`src/cseval_pkg.sv`:
```
// Shared types and constants for the curve segment sample evaluator.
// Depends on nothing; the front end, queue, back end and top import it.
`timescale 1ns / 1ps
`default_nettype none

package cseval_pkg;

	// Segment kind codes as they arrive on the kind port
	localparam logic [2:0] KIND_IDLE  = 3'd0;
	localparam logic [2:0] KIND_CONST = 3'd1;
	localparam logic [2:0] KIND_LINE  = 3'd2;
	localparam logic [2:0] KIND_QUAD  = 3'd3;
	localparam logic [2:0] KIND_CUBIC = 3'd4;

	localparam logic [15:0] IDLE_CODE = 16'h7fff;
	localparam logic [15:0] DAC_MAX   = 16'hffff;
	localparam int unsigned LINE_FRAC = 15;

	// Operation chosen by the front end
	typedef enum logic [2:0] {
		OP_IDLE,
		OP_CONST,
		OP_LINE,
		OP_QUAD,
		OP_CUBIC
	} op_t;

	// Fields that ride alongside the dividers
	typedef struct packed {
		op_t         op;
		logic        short_line;
		logic        neg;
		logic [15:0] idx;
		logic [15:0] p0;
		logic [15:0] p1;
		logic [15:0] p2;
		logic [15:0] p3;
		logic        chan;
	} cseval_sb_t;

	// Classified item handed from front end to back end
	typedef struct packed {
		op_t                op;
		logic [15:0]        idx;
		logic [15:0]        p0;
		logic [15:0]        p1;
		logic [15:0]        p2;
		logic [15:0]        p3;
		logic               chan;
		logic [31:0]        t;
		logic [31:0]        u;
		logic signed [31:0] step;
	} cseval_item_t;

endpackage

`default_nettype wire

```
`src/cseval_fifo.sv`:
```
// Two-entry queue between front end and back end.
// Depends on cseval_pkg for the item type.
`timescale 1ns / 1ps
`default_nettype none

module cseval_fifo import cseval_pkg::*; (
	input  wire logic          clk,
	input  wire logic          arst_n,
	input  wire logic          wr,
	input  wire cseval_item_t  din,
	input  wire logic          rd,
	output logic               not_empty,
	output cseval_item_t       dout
);

	cseval_item_t mem_q [2];
	logic         wptr_q, rptr_q;
	logic [1:0]   count_q;
	logic         do_wr, do_rd;

	assign not_empty = count_q != 2'd0;
	assign do_rd     = rd && not_empty;
	assign do_wr     = wr && ((count_q != 2'd2) || do_rd);
	assign dout      = mem_q[rptr_q];

	// Pointers and fill count
	always_ff @(posedge clk or negedge arst_n) begin
		if (!arst_n) begin
			wptr_q  <= 1'b0;
			rptr_q  <= 1'b0;
			count_q <= 2'd0;
		end else begin
			if (do_wr) wptr_q <= ~wptr_q;
			if (do_rd) rptr_q <= ~rptr_q;
			case ({do_wr, do_rd})
				2'b10:   count_q <= count_q + 2'd1;
				2'b01:   count_q <= count_q - 2'd1;
				default: count_q <= count_q;
			endcase
		end
	end

	// Storage
	always_ff @(posedge clk) begin
		if (do_wr) mem_q[wptr_q] <= din;
	end

endmodule

`default_nettype wire

```
`config.mk`:
```
export PLATFORM = sky130hd
export DESIGN_NAME = cseval_fifo
export DESIGN_NICKNAME = d
export VERILOG_FILES = /design/src/cseval_pkg.sv /design/src/cseval_fifo.sv
export SDC_FILE = /design/constraint.sdc
export NUM_CORES = 1
export LEC_CHECK = 0
export BUFFER_PORTS_ARGS = -buffer_cell sky130_fd_sc_hd__buf_2
export CAP_MARGIN = 0
export CORE_MARGIN = 2
export CORE_UTILIZATION = 52
export DETAILED_ROUTE_END_ITERATION = 10
export PLACE_DENSITY = 0.82
export SLEW_MARGIN = 10
export SYNTH_ARGS = -nofsm -noshare
export SYNTH_HDL_FRONTEND = slang
export SYNTH_SLANG_ARGS = --single-unit
```
`constraint.sdc`:
```
create_clock -name clk -period 11.3 [get_ports clk]
set_clock_uncertainty 0.1 [all_clocks]
set_input_delay 0.565 -clock clk [delete_from_list [all_inputs] [get_ports clk]]
set_output_delay 0.565 -clock clk [all_outputs]
set_load 0.02 [all_outputs]
```
# Word-level counts from Yosys, hierarchy flattened
# Memories as Yosys holds them, arrays and structs flattened.
# Index checks and enable logic that the tools add are counted.
[word_totals]
n_memories = 1
elab_cells = 19
ram_bits = 360
reg_bits = 4
inputBits = 184
[mem_list]
columns = ["name", "words", "width", "read_ports", "rd_clocked_by_memory_dff", "write_ports", "line_no", "text"]
rows = [
  ["mem_q", 2, 180, 1, 0, 1, "cseval_fifo.sv:16", "cseval_item_t mem_q [2];"],
]
[classes]
n_eq_ne = 3
n_addsub = 2
n_reduce_logical = 5
n_bitwise = 2
n_mux = 3
[ops]
columns = ["cell", "count"]
rows = [
  ["one-hot mux 2 bit (2 select lines)", 1],
  ["nonzero test 2 bit", 2],
  ["adder 2 x 1 -> 2 bit, second input constant", 1],
  ["equality test 2 x 1 -> 1 bit, second input constant", 1],
  ["equality test 2 bit, second input constant", 1],
  ["logical AND 1 bit", 2],
  ["2-to-1 mux 1 bit", 2],
  ["inequality test 2 bit, second input constant", 1],
  ["inverter 1 bit", 2],
  ["subtractor 2 x 1 -> 2 bit, second input constant", 1],
  ["logical OR 1 bit", 1],
]

# Longest topological paths before layout
# Gate-level depths: netlist (run 1).
[depth]
ltp_word = 6
ltp_mapped = 4
ltp_nobuf = 3

# Worst setup path before layout (run 1)
# No wires, ideal clock.
[synth_timing]
kind = "in2reg"
start = "input port rd"
end = "memory mem_q[0][0] (netlist bit) (enable)"
arrival_ns = 8.209
setup_slack_ns = 2.269
cell_stages = 3
setup_time_ns = 0.722
path_buffers = 0
cell_sequence = "or3b_1 -> nand2_1 -> nor2_1"
[synth_between]
elab_chain_cells = 5
[synth_lines]
columns = ["element", "line_no", "text"]
rows = [
  ["start, declared", "cseval_fifo.sv:11", "input wire logic rd,"],
  ["logical AND 1 bit", "cseval_fifo.sv:22", "assign do_rd = rd && not_empty;"],
  ["logical OR 1 bit", "cseval_fifo.sv:23", "assign do_wr = wr && ((count_q != 2'd2) || do_rd);"],
  ["logical AND 1 bit", "cseval_fifo.sv:23", ""],
  ["2-to-1 mux 1 bit", "cseval_fifo.sv:45", "if (do_wr) mem_q[wptr_q] <= din;"],
  ["2-to-1 mux 1 bit (not written as such)", "cseval_fifo.sv:45", ""],
  ["end, declared", "cseval_fifo.sv:16", ""],
]
# Every way passes these cells.

==> flow_metrics.env, run 1 <==
export IMPL_cp_slowest_cell="dfrtp_4"
export IMPL_core_area_um2=25800
export IMPL_crit_path_max_fanout=67
export IMPL_synthMuxAreaShare=0.174
export IMPL_setup_tns_ns=0
export IMPL_vias=6862
export IMPL_wire_per_inst_um=20.2
export IMPL_synth_flop_cell="edfxtp_1"
export IMPL_drt_initial_drc_count=560
export IMPL_routed_wl_mm=27.0
export IMPL_synth_seq_cells=364
export IMPL_final_core_util=0.653
export IMPL_clock_latency_ns=0.51
export IMPL_maxSlewHeadroom=0.212
export IMPL_die_x_um=165
export IMPL_period_share=0.337
export IMPL_cts_root_buf="clkbuf_16"
export IMPL_critPathKind="register to output port"
export IMPL_hold_path_class="primary input to register"
export IMPL_p_leak_nw=6.59
export IMPL_clk_pin_slew_ns=0.06
export IMPL_ys_types=19
export IMPL_dieArea_um2=27400
export IMPL_track_usage=0.185
export IMPL_crit_chain="buf_4, mux2_2, buf_2"
export IMPL_synth_area_um2=13600
export IMPL_synth_seq_area_share=0.805
export IMPL_power_density_nw_per_um2=270
export IMPL_viasPerCell=5.12
export IMPL_grt_pass1_wl_mm=37.9
export IMPL_antenna_found_initial=6
export IMPL_dr_pass1_iters=5
export IMPL_synthSimpleGateAreaFrac=0.00434
export IMPL_final_setup_viol_count=0
export IMPL_grt_overflow_total=0
export IMPL_async_flop_share=0.0110
export IMPL_finalPower_mw=4.56
export IMPL_die_height_um=165
export IMPL_port_buffers=364
export IMPL_start_util=0.525
export IMPL_cts_tree="yes"
export IMPL_fin_crit_ns=3.81
export IMPL_num_rows=59
export IMPL_hold_viol_final=0
export IMPL_crit_arrival_ns=3.14
export IMPL_fmax_ghz=0.263
export IMPL_drc=0
export IMPL_synth_top_area_share=0.797
export IMPL_cts_buffers=37
export IMPL_synth_xor_area_frac=0.00194
export IMPL_rsz0062_at_grt="false"
export IMPL_cp_top_family="buffers and inverters"
export IMPL_ys_warn_count=0
export IMPL_synthTopCellsByArea="edfxtp_1 80%, mux2_4 10%, mux2_2 7.5%"
export IMPL_endpoint_kind="output port"
export IMPL_synth_nets=767
export IMPL_cts_max_level=2
export IMPL_crit_buf_inv=2
export IMPL_ctsLongestPathBuffers=3
export IMPL_synth_top_family_by_area="multiplexers"
export IMPL_tightest_slew_ns=1.18
export IMPL_syn_to_final_growth_pct=24.4
export IMPL_gp_congestion=0.730
export IMPL_first_global_vias=6975
export IMPL_clock_sinks=364
export IMPL_drtAntennaViolNets=0
export IMPL_grt_start_max_net_pins=181
export IMPL_peakVddDrop_mv=0.176
export IMPL_final_cell_mix="364 x buf_2, 360 x edfxtp_1, 90 x mux2_2, 90 x mux2_4, 39 x clkbuf_16"
export IMPL_crit_path_max_incr_delay_ns=1.04
export IMPL_critPathLaunchType="register"
export IMPL_required_ns=10.64
export IMPL_status="completed"
export IMPL_max_cap_violations=0
export IMPL_synth_edf_count=360
export IMPL_ios=365
export IMPL_layout_commonest_cell="buf_2"
export IMPL_final_nets=1156
export IMPL_maxSlewViolCount=0
export IMPL_drive_above_1_share=0.605
export IMPL_hpwl_mm=17.3
export IMPL_yosys_area_top_type="edfxtp_1"
export IMPL_synth_compound_area_frac=0.00166
export IMPL_synthAdderAreaFrac=0
export IMPL_syn_avg_cell_area_um2=23.3
export IMPL_synth_cells=583
==> area by class of cell <==
type                            count  area (um2)
Inverter                            2        7.51
Tap cell                          335         419
Timing Repair Buffer              370        1880
Multi-Input combinational cell    197        2480
Clock buffer                       47        1010
Clock inverter                     19         143
Antenna cell                        6        15.0
Fill cell                        1763        8970
Sequential cell                   364       10900
==> what timing repair did <==
action	in CTS	in global routing
resized for setup	0	0
hold buffers	1	0
hold endpoints to repair	4	0
buffers inserted	0	0
setup endpoints to repair	0	0
==> worst paths after layout <==
kind	from	to	slack, ns	cells past startpoint
worst max-delay path	rptr_q	dout[46]	7.49	3
min in group asynchronous	arst_n	wptr_q	0.34	2
worst max register to register	count_q[1]	mem_q[1][160]	8.61	3
worst min-delay path	din[116]	mem_q[0][116]	0.14	1
max in group asynchronous	arst_n	rptr_q	10.63	2
worst min register to register	count_q[0]	count_q[0]	0.45	1
==> cells in the mapped netlist (2+ instances only) <==
library cell	instances
xnor2_1	2
a21oi_1	3
mux2_2	90
inv_1	2
nand2_1	2
dfrtp_1	4
buf_2	9
edfxtp_1	360
or2_2	2
buf_6	11
mux2_4	90
==> flip-flops by register name, indices dropped and copies added, names as in the netlist <==
signal,flops
count_q,2
mem_q,360
rptr_q,1
wptr_q,1
==> worst register-to-register path: stages (launching register included) <==
cell,delay [ns]
dfrtp_1,0.42
or3b_1,0.20
and3_4,0.62
buf_4,0.91
==> logic make-up after synthesis <==
logic type | Yosys count
AOI/OAI and AO/OA | 4
xor gates and xnor gates | 3
buffers and inverters | 22
DFF | 364
muxes | 180
and+or+nand+nor | 10
==> metal layers <==
metal / wire length [um] / vias up / global-route usage
met5: 0 / - / 0
met4: 833 / 0 / 0.0737
met3: 2700 / 56 / 0.0602
met2: 13800 / 308 / 0.323
met1: 9750 / 3378 / 0.210
li1: - / 3120 / -
==> power breakdown <==
part / internal, mW / total, mW / leakage, nW / switching, mW
sequential: 1.82 / 1.94 / 3.42 / 0.119
clock: 0.676 / 1.15 / 0.567 / 0.473
combinational: 0.619 / 1.47 / 2.61 / 0.850
==> per-stage QoR <==
| step | hold slack, ns | instance area (um2) | setup slack [ns] | std cells |
|---|---|---|---|---|
| detailed placement | 0.279 | 15700 | 8.01 | 1267 |
| global route | 0.116 | 16900 | 7.33 | 1339 |
| floorplan | 0.169 | 13600 | 2.27 | 583 |
| global placement | 0.274 | 15700 | 8.02 | 1267 |
| CTS | 0.115 | 16900 | 7.44 | 1334 |
| finish | 0.136 | 16900 | 7.49 | 1340 |
No activity file was read; power rests on OpenSTA's default activity.
==> inputs of run 2 (changes only) <==
Settings changed: CORE_UTILIZATION 52 to 47, PLACE_DENSITY 0.82 to 0.78.
Clock period 11.3 ns to 3.1 ns, I/O delays scaled along.
==> flow_metrics.env, run 2 (synthesis results as in run 1) <==
export IMPL_status="completed"
export IMPL_start_util=0.475
export IMPL_gp_congestion=0.752
export IMPL_postCtsHoldBufs=184
export IMPL_final_setup_viol_count=0
export IMPL_p_sw_mw=5.50
export IMPL_cts_root_buf="clkbuf_16"
export IMPL_cts_setup_buffers=0
export IMPL_layout_commonest_cell="buf_2"
export IMPL_grt_overflow_total=0
export IMPL_biggestRegsByFlops="mem_q: 360 flops, count_q: 2 flops"
export IMPL_num_rows=62
export IMPL_largest_register_ffs=360
export IMPL_cts_resized=0
export IMPL_final_cell_mix="364 x buf_2, 360 x edfxtp_1, 184 x dlygate4sd3_1"
export IMPL_period_share=0.720
export IMPL_fmax_ghz=0.448
export IMPL_fin_crit_ns=2.23
export IMPL_required_ns=2.84
export IMPL_p_leak_nw=7.38
export IMPL_clk_pin_slew_ns=0.06
export IMPL_crit_arrival_ns=1.98
export IMPL_max_cap_violations=0
export IMPL_dieArea_um2=30200
export IMPL_intPower_mw=11.5
export IMPL_routed_wl_mm=31.6
export IMPL_wire_per_inst_um=20.1
export IMPL_final_core_util=0.660
export IMPL_seqPwrFrac=0.406
export IMPL_syn_to_final_growth_pct=39.1
export IMPL_port_buffers=364
export IMPL_drc=0
export IMPL_cts_buffers=37
export IMPL_dr_pass1_iters=4
export IMPL_critPathLaunchType="register"
export IMPL_maxSlewHeadroom=0.569
export IMPL_cts_tree="yes"
export IMPL_drive_above_1_share=0.513
export IMPL_die_x_um=174
export IMPL_drt_initial_drc_count=567
export IMPL_antenna_found_initial=5
export IMPL_clock_latency_ns=0.50
export IMPL_final_nets=1342
export IMPL_p_sw_frac=0.324
export IMPL_viasPerCell=4.89
export IMPL_first_global_vias=8222
export IMPL_core_area_um2=28500
export IMPL_cts_max_level=2
export IMPL_drtAntennaViolNets=0
export IMPL_grt_pass1_wl_mm=46.6
export IMPL_peakVddDrop_mv=1.02
export IMPL_track_usage=0.203
export IMPL_hold_path_class="primary input to register"
export IMPL_vias=7700
export IMPL_critPathKind="register to output port"
export IMPL_clock_sinks=364
export IMPL_clkPwrFrac=0.247
export IMPL_ctsLongestPathBuffers=3
export IMPL_regMostFlops="mem_q"
export IMPL_endpoint_kind="output port"
export IMPL_hold_slack_ns=0.258
export IMPL_maxSlewViolCount=0
export IMPL_hpwl_mm=17.5
export IMPL_ios=365
export IMPL_tightest_slew_ns=0.646
export IMPL_die_height_um=174
export IMPL_crit_path_max_fanout=70
export IMPL_p_comb_frac=0.347
export IMPL_rsz0062_at_grt="false"
export IMPL_power_density_nw_per_um2=901
export IMPL_hold_viol_final=0
export IMPL_grt_start_max_net_pins=99
[run 2: cell count changes in the layout (fill, tap and decap cells not counted), sizes merged]
cell / before / now
dlygate4sd3: 1 / 184
inv: 4 / 6
buf: 369 / 372
bufinv: 2 / 1
clkinvlp: 0 / 2
clkbuf: 47 / 45
diode: 6 / 5
[run 2: per-layer routing]
layer | vias up | wire, um | share of wire | global-route usage
met5 | - | 0 | 0 | 0
met4 | 0 | 918 | 0.029 | 0.0683
met3 | 60 | 2250 | 0.071 | 0.0550
met2 | 332 | 16600 | 0.52 | 0.373
met1 | 3822 | 11900 | 0.38 | 0.229
li1 | 3486 | - | - | -
[run 2: layout make-up]
cell class	count	area [um2]
well taps	384	480
fillers	1873	9690
flip-flops and latches	364	10900
inverters	2	7.51
clock inverters	22	143
repair buffers	556	3810
multi-input cells	197	2490
diodes	5	12.5
clock buffers	45	998
[run 2: worst max-delay path: stages (launching register included)]
cell	delay, ns
dfrtp_4	0.46
buf_12	0.35
mux2_2	0.43
buf_2	0.17
[run 2: power by group through the flow]
stage / combinational [mW] / sequential [mW] / clock, mW
2_1_floorplan: 4.09 / 6.97 / 0
6_report: 5.90 / 6.91 / 4.19
5_1_grt: 6.19 / 6.98 / 4.46
3_5_place_dp: 5.69 / 6.97 / 0
3_3_place_gp: 5.65 / 6.90 / 0
4_1_cts: 5.90 / 6.88 / 4.24
[run 2: path summary, 6_finish.rpt]
path | from | end | slack, ns | cells after the start
min reg2reg | wptr_q | wptr_q | 0.46 | 1
max reg2reg | count_q[1] | mem_q[1][154] | 1.02 | 3
max | rptr_q | dout[32] | 0.87 | 3
min in group asynchronous | arst_n | count_q[1] | 0.46 | 3
min | din[178] | mem_q[1][178] | 0.26 | 2
max in group asynchronous | arst_n | rptr_q | 2.23 | 3
[run 2: stage by stage]
step           setup WS (ns)  power [mW]  instances  setup TNS, ns  instance area, um2
2_1_floorplan         -0.743        11.1        583        -179.60               13600
3_3_place_gp            1.01        12.6       1319              0               15900
3_5_place_dp            1.00        12.7       1319              0               15900
4_1_cts                0.844        17.0       1570              0               18800
5_1_grt                0.818        17.6       1575              0               18900
6_report               0.867        17.0       1575              0               18900
